--- config.mk ---
export PLATFORM = sky130hd
export DESIGN_NAME = integer_to_ascii_radix_top_flat
export DESIGN_NICKNAME = d
export VERILOG_FILES = /design/src/rtl/i2a_pkg.sv /design/src/rtl/i2a_if.sv /design/src/rtl/i2a_dp.sv /design/src/rtl/i2a_ctrl.sv /design/src/rtl/integer_to_ascii_radix_top.sv /design/src/flat_wrapper.sv
export SDC_FILE = /design/constraint.sdc
export NUM_CORES = 1
export LEC_CHECK = 0
export CAP_MARGIN = 20
export CORE_MARGIN = 4
export CORE_UTILIZATION = 50
export CTS_BUF_LIST = sky130_fd_sc_hd__clkbuf_16
export CTS_CLUSTER_DIAMETER = 100
export DETAILED_ROUTE_END_ITERATION = 7
export DONT_BUFFER_PORTS = 1
export PLACE_DENSITY = 0.62
export SLEW_MARGIN = 30
export SYNTH_ARGS = -nofsm -noshare
export SYNTH_HDL_FRONTEND = slang
export SYNTH_SLANG_ARGS = --single-unit
export TNS_END_PERCENT = 10
--- constraint.sdc ---
create_clock -name clk -period 9.8 [get_ports clk]
set_input_delay 1.47 -clock clk [delete_from_list [all_inputs] [get_ports clk]]
set_output_delay 1.47 -clock clk [all_outputs]
set_load 0.03 [all_outputs]
--- src/rtl/i2a_pkg.sv ---
`timescale 1ns / 1ps
// i2a_pkg: shared types, constants and the digit table for the integer to ascii block
// no dependencies

package i2a_pkg;

  localparam int VALUE_BITS = 32;
  localparam int CHAR_BITS  = 7;
  localparam int CMD_BITS   = 2;

  typedef enum logic [CMD_BITS-1:0] {
    CMD_BIN = 2'd0,
    CMD_OCT = 2'd1,
    CMD_DEC = 2'd2,
    CMD_HEX = 2'd3
  } radix_t;

  localparam logic [CHAR_BITS-1:0] CHAR_MINUS = 7'h2D;

  typedef struct packed {
    logic load;
    logic dabble;
    logic shift;
    logic out_load;
    logic sel_minus;
    logic last;
  } ctl_cmd_t;

  typedef struct packed {
    logic neg;
    logic digit_zero;
  } dp_status_t;

  // decimal digits needed for an unsigned word of wb bits
  function automatic int dec_digits(input int wb);
    return ((wb * 1233) >> 12) + 1;
  endfunction

  function automatic logic [CHAR_BITS-1:0] digit_char(input logic [3:0] d);
    logic [CHAR_BITS-1:0] c;
    case (d)
      4'h0: c = 7'h30;
      4'h1: c = 7'h31;
      4'h2: c = 7'h32;
      4'h3: c = 7'h33;
      4'h4: c = 7'h34;
      4'h5: c = 7'h35;
      4'h6: c = 7'h36;
      4'h7: c = 7'h37;
      4'h8: c = 7'h38;
      4'h9: c = 7'h39;
      4'hA: c = 7'h41;
      4'hB: c = 7'h42;
      4'hC: c = 7'h43;
      4'hD: c = 7'h44;
      4'hE: c = 7'h45;
      default: c = 7'h46;
    endcase
    return c;
  endfunction

endpackage

--- src/rtl/i2a_if.sv ---
`timescale 1ns / 1ps
// i2a_in_if and i2a_out_if: valid/ready channels for words in and characters out
// depends on i2a_pkg

interface i2a_in_if;
  import i2a_pkg::*;
  logic                         valid;
  logic                         ready;
  logic [CMD_BITS-1:0]          cmd;
  logic signed [VALUE_BITS-1:0] value;
  modport source (output valid, output cmd, output value, input ready);
  modport sink (input valid, input cmd, input value, output ready);
endinterface

interface i2a_out_if;
  import i2a_pkg::*;
  logic                 valid;
  logic                 ready;
  logic [CHAR_BITS-1:0] ascii_char;
  logic                 last_char;
  modport source (output valid, output ascii_char, output last_char, input ready);
  modport sink (input valid, input ascii_char, input last_char, output ready);
endinterface

--- src/rtl/i2a_dp.sv ---
`timescale 1ns / 1ps
// i2a_dp: word shift register, bcd converter and output character register
// depends on i2a_pkg

module i2a_dp #(
  parameter int WORD_BITS = 32
) (
  input  logic                                     clk,
  input  i2a_pkg::ctl_cmd_t                        ctl,
  input  logic [i2a_pkg::CMD_BITS-1:0]             cmd,
  input  logic signed [i2a_pkg::VALUE_BITS-1:0]    value,
  output i2a_pkg::dp_status_t                      status,
  output logic [i2a_pkg::CHAR_BITS-1:0]            ascii_char,
  output logic                                     last_char
);
  import i2a_pkg::*;

  localparam int XW     = WORD_BITS + 3;
  localparam int NDIG   = dec_digits(WORD_BITS);
  localparam int BW     = 4 * NDIG;
  localparam int N_OCT  = (WORD_BITS + 2) / 3;
  localparam int N_HEX  = (WORD_BITS + 3) / 4;
  localparam int SH_OCT = XW - 3 * N_OCT;
  localparam int SH_HEX = XW - 4 * N_HEX;

  logic [WORD_BITS-1:0] word;
  logic [WORD_BITS-1:0] mag;
  logic                 word_neg;
  logic [XW-1:0]        sh;
  logic [XW-1:0]        sh_next;
  logic [BW-1:0]        bcd;
  logic [BW-1:0]        bcd_next;
  logic [BW-1:0]        bcd_adj;
  logic                 neg;
  radix_t               mode;
  logic [3:0]           digit;

  if (WORD_BITS <= VALUE_BITS) begin : g_trunc
    assign word = value[WORD_BITS-1:0];
  end else begin : g_ext
    assign word = {{(WORD_BITS-VALUE_BITS){value[VALUE_BITS-1]}}, value};
  end

  assign word_neg = word[WORD_BITS-1];
  assign mag      = word_neg ? (~word + WORD_BITS'(1)) : word;

  // add 3 to each bcd digit of 5 or more before the shift
  always_comb begin
    for (int i = 0; i < NDIG; i++) begin
      bcd_adj[4*i +: 4] = (bcd[4*i +: 4] >= 4'd5) ? bcd[4*i +: 4] + 4'd3 : bcd[4*i +: 4];
    end
  end

  always_comb begin
    case (mode)
      CMD_BIN: digit = {3'b000, sh[XW-1]};
      CMD_OCT: digit = {1'b0, sh[XW-1 -: 3]};
      CMD_DEC: digit = bcd[BW-1 -: 4];
      default: digit = sh[XW-1 -: 4];
    endcase
  end

  always_comb begin
    sh_next  = sh;
    bcd_next = bcd;
    if (ctl.load) begin
      bcd_next = '0;
      case (radix_t'(cmd))
        CMD_BIN: sh_next = {word, 3'b000};
        CMD_OCT: sh_next = {3'b000, word} << SH_OCT;
        CMD_DEC: sh_next = {mag, 3'b000};
        default: sh_next = {3'b000, word} << SH_HEX;
      endcase
    end else if (ctl.dabble) begin
      bcd_next = {bcd_adj[BW-2:0], sh[XW-1]};
      sh_next  = sh << 1;
    end else if (ctl.shift) begin
      case (mode)
        CMD_BIN: sh_next = sh << 1;
        CMD_OCT: sh_next = sh << 3;
        CMD_DEC: bcd_next = bcd << 4;
        default: sh_next = sh << 4;
      endcase
    end
  end

  always_ff @(posedge clk) begin
    sh  <= sh_next;
    bcd <= bcd_next;
    if (ctl.load) begin
      mode <= radix_t'(cmd);
      neg  <= word_neg;
    end
    if (ctl.out_load) begin
      ascii_char <= ctl.sel_minus ? CHAR_MINUS : digit_char(digit);
      last_char  <= ctl.last;
    end
  end

  assign status.neg        = neg;
  assign status.digit_zero = (digit == 4'd0);

endmodule

--- src/rtl/i2a_ctrl.sv ---
`timescale 1ns / 1ps
// i2a_ctrl: sequencer for load, bcd conversion, sign and digit emission
// depends on i2a_pkg

module i2a_ctrl #(
  parameter int WORD_BITS = 32
) (
  input  logic                          clk,
  input  logic                          rst,
  input  logic                          in_valid,
  input  logic [i2a_pkg::CMD_BITS-1:0]  in_cmd,
  output logic                          in_ready,
  input  logic                          out_ready,
  output logic                          out_valid,
  input  i2a_pkg::dp_status_t           status,
  output i2a_pkg::ctl_cmd_t             ctl
);
  import i2a_pkg::*;

  localparam int CW    = $clog2(WORD_BITS);
  localparam int NDIG  = dec_digits(WORD_BITS);
  localparam int N_OCT = (WORD_BITS + 2) / 3;
  localparam int N_HEX = (WORD_BITS + 3) / 4;

  typedef enum logic [1:0] {
    S_IDLE,
    S_DABBLE,
    S_SIGN,
    S_EMIT
  } state_t;

  state_t        state;
  state_t        state_next;
  logic [CW-1:0] cnt;
  logic [CW-1:0] cnt_next;
  radix_t        mode;
  radix_t        mode_next;
  logic          started;
  logic          started_next;
  logic          out_valid_next;
  logic          can_emit;

  assign in_ready = (state == S_IDLE);
  assign can_emit = !out_valid || out_ready;

  always_comb begin
    ctl            = '0;
    state_next     = state;
    cnt_next       = cnt;
    mode_next      = mode;
    started_next   = started;
    case (state)
      S_IDLE: begin
        if (in_valid) begin
          ctl.load     = 1'b1;
          mode_next    = radix_t'(in_cmd);
          started_next = 1'b0;
          case (radix_t'(in_cmd))
            CMD_BIN: begin
              state_next = S_EMIT;
              cnt_next   = CW'(WORD_BITS - 1);
            end
            CMD_OCT: begin
              state_next = S_EMIT;
              cnt_next   = CW'(N_OCT - 1);
            end
            CMD_DEC: begin
              state_next = S_DABBLE;
              cnt_next   = CW'(WORD_BITS - 1);
            end
            default: begin
              state_next = S_EMIT;
              cnt_next   = CW'(N_HEX - 1);
            end
          endcase
        end
      end
      S_DABBLE: begin
        ctl.dabble = 1'b1;
        cnt_next   = cnt - CW'(1);
        if (cnt == '0) begin
          cnt_next   = CW'(NDIG - 1);
          state_next = status.neg ? S_SIGN : S_EMIT;
        end
      end
      S_SIGN: begin
        if (can_emit) begin
          ctl.out_load  = 1'b1;
          ctl.sel_minus = 1'b1;
          state_next    = S_EMIT;
        end
      end
      S_EMIT: begin
        // leading zero of a decimal: drop it without a transaction
        if (mode == CMD_DEC && !started && status.digit_zero && cnt != '0) begin
          ctl.shift = 1'b1;
          cnt_next  = cnt - CW'(1);
        end else if (can_emit) begin
          ctl.out_load = 1'b1;
          ctl.shift    = 1'b1;
          ctl.last     = (cnt == '0);
          started_next = 1'b1;
          cnt_next     = cnt - CW'(1);
          if (cnt == '0) begin
            state_next = S_IDLE;
          end
        end
      end
      default: begin
        state_next = S_IDLE;
      end
    endcase
    out_valid_next = ctl.out_load || (out_valid && !out_ready);
  end

  always_ff @(posedge clk) begin
    if (rst) begin
      state     <= S_IDLE;
      cnt       <= '0;
      mode      <= CMD_BIN;
      started   <= 1'b0;
      out_valid <= 1'b0;
    end else begin
      state     <= state_next;
      cnt       <= cnt_next;
      mode      <= mode_next;
      started   <= started_next;
      out_valid <= out_valid_next;
    end
  end

endmodule

--- src/rtl/integer_to_ascii_radix_top.sv ---
`timescale 1ns / 1ps
// integer_to_ascii_radix_top: word to ascii text in binary, octal, signed decimal or hex
// depends on i2a_pkg, i2a_if, i2a_ctrl, i2a_dp
//
//   channel  dir  payload                 one transaction
//   item     in   cmd[1:0], value[31:0]   one word to convert
//   text     out  ascii_char[6:0], last   one character, last on the final one
//
// binary, octal and hex: a load, then every digit is emitted, leading zeros included
// decimal: a load, a shift-add-3 bcd conversion of the magnitude, then a minus sign
//   if negative, then the digits, with leading zeros dropped without a transaction
// one character leaves per cycle from the output register; a stall on text holds it
// a new word is taken once the last character of the previous one is registered
// rst is synchronous and returns the sequencer to idle with no character pending

module integer_to_ascii_radix_top #(
  parameter int WORD_BITS = 32
) (
  input  logic      clk,
  input  logic      rst,
  i2a_in_if.sink    item,
  i2a_out_if.source text
);
  import i2a_pkg::*;

  ctl_cmd_t   ctl;
  dp_status_t status;

  i2a_ctrl #(
    .WORD_BITS (WORD_BITS)
  ) u_ctrl (
    .clk       (clk),
    .rst       (rst),
    .in_valid  (item.valid),
    .in_cmd    (item.cmd),
    .in_ready  (item.ready),
    .out_ready (text.ready),
    .out_valid (text.valid),
    .status    (status),
    .ctl       (ctl)
  );

  i2a_dp #(
    .WORD_BITS (WORD_BITS)
  ) u_dp (
    .clk        (clk),
    .ctl        (ctl),
    .cmd        (item.cmd),
    .value      (item.value),
    .status     (status),
    .ascii_char (text.ascii_char),
    .last_char  (text.last_char)
  );

endmodule

--- src/flat_wrapper.sv ---
// flat-port wrapper written by rule: the top's interface ports become plain ports
module integer_to_ascii_radix_top_flat import i2a_pkg::*;
#(
  parameter int WORD_BITS = 32
)
  (clk, rst, item_valid, item_cmd, item_value, item_ready, text_valid, text_ascii_char, text_last_char, text_ready);
  i2a_in_if item_i ();
  i2a_out_if text_i ();
  input  logic clk;
  input  logic rst;
  input wire logic [$bits(item_i.valid)-1:0] item_valid;
  input wire logic [$bits(item_i.cmd)-1:0] item_cmd;
  input wire logic [$bits(item_i.value)-1:0] item_value;
  output wire logic [$bits(item_i.ready)-1:0] item_ready;
  output wire logic [$bits(text_i.valid)-1:0] text_valid;
  output wire logic [$bits(text_i.ascii_char)-1:0] text_ascii_char;
  output wire logic [$bits(text_i.last_char)-1:0] text_last_char;
  input wire logic [$bits(text_i.ready)-1:0] text_ready;
  assign item_i.valid = item_valid;
  assign item_i.cmd = item_cmd;
  assign item_i.value = item_value;
  assign item_ready = item_i.ready;
  assign text_valid = text_i.valid;
  assign text_ascii_char = text_i.ascii_char;
  assign text_last_char = text_i.last_char;
  assign text_i.ready = text_ready;
  integer_to_ascii_radix_top #(.WORD_BITS(WORD_BITS)) u_core (.clk(clk), .rst(rst), .item(item_i), .text(text_i));
endmodule
## After elaboration in Yosys (flattened, before gate mapping)

Memory sizes are Yosys's and may differ from the RTL's. A register that Yosys moved wholly into a read port is not among the register bits.
Index checks and enable logic that the tools add are counted.

- Add/sub/neg operators: 12
- Order comparisons: 10
- Eq/ne operators: 16
- Muxes and demuxes: 48
- Bitwise gates (word level): 3
- Reductions and logical operators: 28

Operators with widths:

| kind | number |
|---|---|
| 40-bit two-way mux | 3 |
| 35-bit two-way mux | 3 |
| 35-bit one-hot mux with 3 select lines | 1 |
| 35-bit one-hot mux with 2 select lines | 1 |
| 4-bit by 3-bit >= comparator with 1-bit output (second input constant) | 10 |
| 4-bit by 2-bit adder with 4-bit output (second input constant) | 9 |
| 4-bit two-way mux | 9 |
| 32-bit by 1-bit adder with 32-bit output (second input constant) | 1 |
| 32-bit two-way mux | 1 |
| 32-bit inverter | 1 |
| 5-bit two-way mux | 4 |
| 2-bit two-way mux | 8 |
| 5-bit one-hot mux with 3 select lines | 1 |
| 2-bit inequality test (second input constant) | 6 |
| 4-bit one-hot mux with 3 select lines | 1 |
| 1-bit two-way mux | 11 |
| 2-bit equality test (second input constant) | 5 |
| 5-bit one-hot mux with 2 select lines | 1 |
| 2-bit one-hot mux with 4 select lines | 1 |
| 2-bit by 1-bit equality test with 1-bit output (second input constant) | 3 |
| 2-bit logical NOT | 3 |
| 2-bit AND reduction | 3 |
| 6-bit AND reduction | 1 |
| 2-bit nonzero test | 3 |
| 18 further kinds | 27 |

- Register bits after elaboration: 90
- Bits in read-only memories: 112
- Input bits: 38
- Output and inout bits: 10
- Logic and storage cells: 128
- Memories kept: 1

Memories:

| memory | words | width | rd ports | clocked after memory_dff | wr ports | line | source |
|---|---|---|---|---|---|---|---|
| (name not given) | 16 | 7 | 1 | 1 | 0 | i2a_pkg.sv:41 | `case (d)` |

## Logic depth before layout (Yosys ltp)

- Depth after elaboration: 10
- Gate-level depth with buffers: 12
- Depth with buffers taken out: 9

## Modules after synthesis

From an unflattened synthesis, not the netlist that was laid out.

- Cell total of the unflattened synthesis: 833
- Area total of the unflattened synthesis: 7,035.5 µm²

By module, submodules not included:

| module | instances | cells an instance | area an instance (µm²) | sequential area each (µm²) |
|---|---|---|---|---|
| i2a_dp | 1 | 735 | 6,233.5 | 2,122.0 |
| i2a_ctrl | 1 | 98 | 802.0 | 220.2 |

## Worst setup path after synthesis

Ideal clock, no wire load.

- Kind: input to register
- From: input item_value[2]
- To: register u_core.u_dp.sh[30], data pin
- Setup time: 0.261 ns
- Arrival: 3.220 ns
- Required time: 9.539 ns
- Path slack: 6.319 ns
- Stages: 6
- Path buffers: 1
- Cell sequence: buf_6 -> or4_4 -> nor3b_4 -> nand4b_4 -> mux2_4 -> a221o_1

- Longest elaborated chain between the ends: 5

RTL lines:

| what | line | source |
|---|---|---|
| start, declared | flat_wrapper.sv:13 | `input wire logic [$bits(item_i.value)-1:0] item_value;` |
| 32-bit inverter | i2a_dp.sv:45 | `assign mag = word_neg ? (~word + WORD_BITS'(1)) : word;` |
| 32-bit by 1-bit adder with 32-bit output | i2a_dp.sv:45 |  |
| 32-bit two-way mux | i2a_dp.sv:45 |  |
| 35-bit one-hot mux with 2 select lines | i2a_dp.sv:68 | `case (radix_t'(cmd))` |
| 35-bit two-way mux | i2a_dp.sv:66 | `if (ctl.load) begin` |
| net u_core.u_dp.sh_next[30] | i2a_dp.sv:30 | `logic [XW-1:0] sh_next;` |
| end signal, assigned | i2a_dp.sv:88 | `sh <= sh_next;` |
| end, declared | i2a_dp.sv:29 | `logic [XW-1:0] sh;` |

The timed path passes the listed nets, and every way through them passes these cells.
A chain may end at the register's enable or synchronous reset.

## Worst setup path after layout

- From: register u_core.u_dp.mode[1]
- To: register u_core.u_dp.sh[30] (enable)

- Longest elaborated chain between the ends: 9
- Elaborated cells between the ends (all ways): 12
- Classes of those cells: eq/ne (3); mux (3); reduce/logical (6)

RTL lines:

| what | line | source |
|---|---|---|
| start, declared | i2a_dp.sv:35 | `radix_t mode;` |
| start signal, assigned | i2a_dp.sv:91 | `mode <= radix_t'(cmd);` |
| 2-bit equality test (tied with other cells) | i2a_dp.sv:55, i2a_dp.sv:78 |  |
| 4-bit one-hot mux with 3 select lines | i2a_dp.sv:55 | `case (mode)` |
| 4-bit logical NOT | i2a_dp.sv:101 | `assign status.digit_zero = (digit == 4'd0);` |
| 1-bit logical AND (2 in a row) | i2a_ctrl.sv:95 | `if (mode == CMD_DEC && !started && status.digit_zero && cnt != '0) begin` |
| 1-bit two-way mux | i2a_ctrl.sv:95 |  |
| 1-bit two-way mux | i2a_ctrl.sv:52 | `case (state)` |
| 3-bit nonzero test (no line) | -- |  |
| 2-bit AND reduction (no line) * | -- |  |

Mark *: on every way between the ends. The rest lies on a longest branch, timed or not.

==> results.json <==
{
  "internal-power_uw": 1400,
  "finalWeightedCongestion": 0.894,
  "io_buffer_count": 0,
  "max_clock_freq_mhz": 265,
  "endpoint_kind": "flip-flop",
  "cp.depth": 10,
  "cts_sinks": 95,
  "period_share_pct": 38.6,
  "grt_pass1_wl_um": 33300,
  "worst-path-max-fanout": 33,
  "row_count": 43,
  "setup_violations": 0,
  "grt_pass1_vias": 6377,
  "r2r-start": "u_core.u_dp.mode[1]",
  "slowest_delay_ns": 0.76,
  "vias": 6754,
  "clk_latency_ns": 0.35,
  "yosys.area.top_type_share_pct": 18.2,
  "powerDensity_nw_per_um2": 331,
  "antenna_found_initial": 0,
  "netlist_instances": 884,
  "ys.flop_type": "dfxtp_1",
  "fin_worst_skew_ns": 0.00962,
  "start_util_pct": 51.8,
  "synth_area_um2": 7270,
  "finalMaxSlewViolations": 0,
  "die-area_um2": 16500,
  "reg2reg_to": "u_core.u_dp.sh[30]",
  "cts_buffers": 9,
  "cts_hold_buffers": 0,
  "status": "completed",
  "post-route-min-period_ns": 3.78,
  "cts-root-buf": "clkbuf_16",
  "syn_to_final_growth_pct": 4.77,
  "fin_tns_setup_ns": 0,
  "tightest_slew_ns": 0.956,
  "avgSynthCellArea_um2": 8.23,
  "vdd_drop_max_v": 0.000143,
  "hold_violations": 0,
  "crit_arrival_ns": 3.78,
  "required_ns": 9.80,
  "yosys.area.top_type": "edfxtp_1",
  "drv_cap": 0,
  "synth_cell_types": 70,
  "ff2ff_setup_slack_ns": 6.02,
  "crit_path_cell_trace": "buf_4 -> mux4_2 -> inv_1 -> ha_1 -> nand4bb_1 -> a211oi_2 -> nor2b_1 -> o221ai_1 -> nand2b_1 -> buf_4",
  "syn_nets": 956,
  "min_path_type": "reg -> reg",
  "utilization_pct": 54.3,
  "drcViolationCount": 0,
  "cp_slowest_cell": "edfxtp_1",
  "critPathBufInv": 3,
  "h-tree-depth": 3,
  "fp.dieW_um": 129,
  "rsz0062_at_grt": "false",
  "cts_tree": "built",
  "setup_ws_ns": 6.02,
  "path_delay_family": "buffers and inverters",
  "critPathLaunchType": "flip-flop",
  "synthTopCellsByArea": "edfxtp_1, dfxtp_1, ha_1",
  "pwr-share-comb_pct": 48.5,
  "place_inst": 1003,
  "clockPowerShare_pct": 15.5,
  "hpwl_um": 13700,
  "p_seq_share_pct": 36.0,
  "antennaDiodeCount": 0,
  "yosys_warnings": 0,
  "synth.top_cells.by_count": "nand2_1, a21oi_1, nor2_1, o21ai_0, clkbuf_1",
  "fp.coreArea_um2": 14000,
  "p_switching_uw": 1120,
  "layout.nets": 906,
  "synth_seq_area_share_pct": 32.2,
  "relSlewSlack_pct": 36.3,
  "synth-seq-cells": 95,
  "ctsResizeCount": 0,
  "p_leak_uw": 0.00283,
  "place_ws_ns": 6.13,
  "finalNonFillerCells": 1019,
  "routedWlPerCell_um": 19.6,
  "clock_path_buffers": 2,
  "cts_setup_buffers": 0,
  "io_pins": 48,
  "async_flop_share_pct": 0,
  "wl_um": 20000,
  "grt_max_degree": 100,
  "die-height_um": 129,
  "swShare_pct": 44.3,
  "hold_start": "u_core.u_ctrl.mode[1]",
  "synth_edf_count": 44,
  "synth_most_common_cell": "nand2_1",
  "drive_above_1_share_pct": 6.91,
  "worst-setup-path-type": "reg -> reg",
  "rr_worst_depth": 10,
  "cp_common_cell": "buf_4",
  "min_path_cells": 2,
  "gr-usage-all-layers_pct": 24.4,
  "holdPathEnd": "u_core.u_ctrl.mode[1]",
  "path_clk_slew_ns": 0.07,
  "drtIter0Drc": 903,
  "firstDrtPassIters": 6,
  "postRouteAntennaNets": 0,
  "grt_overflow_total": 0,
  "drt-vias-per-instance": 6.63
}
## layout make-up
cell class / instances / area [um2]
clock buffers: 9 / 225
clock inverters: 7 / 97.6
fillers: 1324 / 6420
inverters: 41 / 154
multi-input cells: 679 / 4520
flip-flops and latches: 95 / 2340
well taps: 180 / 225
repair buffers: 8 / 60.1
## worst max-delay path by stage
stage,end,slack [ns],startpoint
floorplan,u_core.u_dp.sh[30],6.32,item_value[2]
global placement,u_core.u_dp.sh[30],6.24,item_value[2]
detailed placement,u_core.u_dp.sh[15],6.13,u_core.u_dp.mode[1]
CTS,u_core.u_dp.sh[14],6.09,u_core.u_dp.mode[1]
global route,u_core.u_dp.bcd[36],5.78,u_core.u_dp.mode[1]
finish,u_core.u_dp.sh[30],6.02,u_core.u_dp.mode[1]
## cell families (layout without fill, tap and decap cells)
logic type / after synthesis / after routing / share of synthesized area [%]
AOI/OAI and AO/OA: 328 / 328 / 30.2
xor gates and xnor gates: 30 / 30 / 3.61
adders and majority gates: 34 / 34 / 5.85
buffers and inverters: 110 / 65 / 6.07
DFF: 95 / 95 / 32.2
muxes: 21 / 21 / 3.35
and+or+nand+nor: 266 / 266 / 18.7
## tightest hold or removal path, delay by kind of cell, from the launching register on
family / cells / cell delay (ns)
DFF: 1 / 0.32
AOI/OAI and AO/OA: 1 / 0.05
and+or+nand+nor: 1 / 0.05
## metrics by stage
stage	instance area, um2	hold WS [ns]	power [uW]
2_1_floorplan	7270	0.432	1830
3_3_place_gp	7290	0.453	2080
3_5_place_dp	7290	0.457	2110
4_1_cts	7610	0.468	2510
5_1_grt	7620	0.496	2720
6_report	7620	0.468	2520
## routing by layer
layer  track usage (%)  vias up  share of wire (%)
li1                  -     3214                  -
met1              36.2     3228                 47
met2              35.6      288                 44
met3              5.48       24                8.0
met4              6.79        0                1.4
met5                 0        -                  0
## layout by cell type (no fill, tap or decap), types with 3 or more instances in the layout
cell type  synthesis  layout
nand2b_1          15      15
o21ai_0           55      55
xor2_1             7       7
ha_1              34      33
nand3_1           13      13
o211ai_1          13      13
a221oi_1          38      38
a21oi_1           77      77
a221o_1            6       6
clkinv_4           0       3
a22oi_1           37      37
o41ai_1            3       3
a32oi_1            9       9
nor4_1             8       8
o31ai_1            5       5
mux2i_1            6       6
edfxtp_1          44      44
xnor2_1           23      23
or3_1              4       4
nor2_1            56      56
and3_1             5       5
nor3_1             9       9
mux2_2            13      13
a31oi_1           22      22
a211oi_1          19      19
inv_1             41      40
nand3b_1           5       5
dfxtp_1           51      51
nand2_1          102     102
buf_4              0       8
clkbuf_16          0       9
and2_1             6       6
nor2b_1            6       5
nor3b_1           12      12
and3b_1            3       3
a21o_1            19      19
o22ai_1           10      10
## flip-flops by register name, summed over array words and instances, names as in the netlist
register / count
u_core.u_dp.ascii_char: 7
u_core.u_dp.mode: 2
u_core.u_dp.bcd: 40
u_core.u_dp.sh: 33
u_core.u_dp.neg: 1
u_core.u_dp.last_char: 1
u_core.u_ctrl.out_valid: 1
u_core.u_ctrl.mode: 2
u_core.u_ctrl.cnt: 5
u_core.u_ctrl.started: 1
u_core.u_ctrl.state: 2
## power by group through the flow
stage | logic [uW] | registers, uW | clock network (uW)
final | 1220 | 907 | 390
after global routing | 1380 | 931 | 414
after CTS | 1220 | 898 | 396
after detailed placement | 1210 | 904 | 0
after global placement | 1180 | 900 | 0
after floorplan | 1020 | 810 | 0
Note: power is estimated with default switching activity, not from simulation.
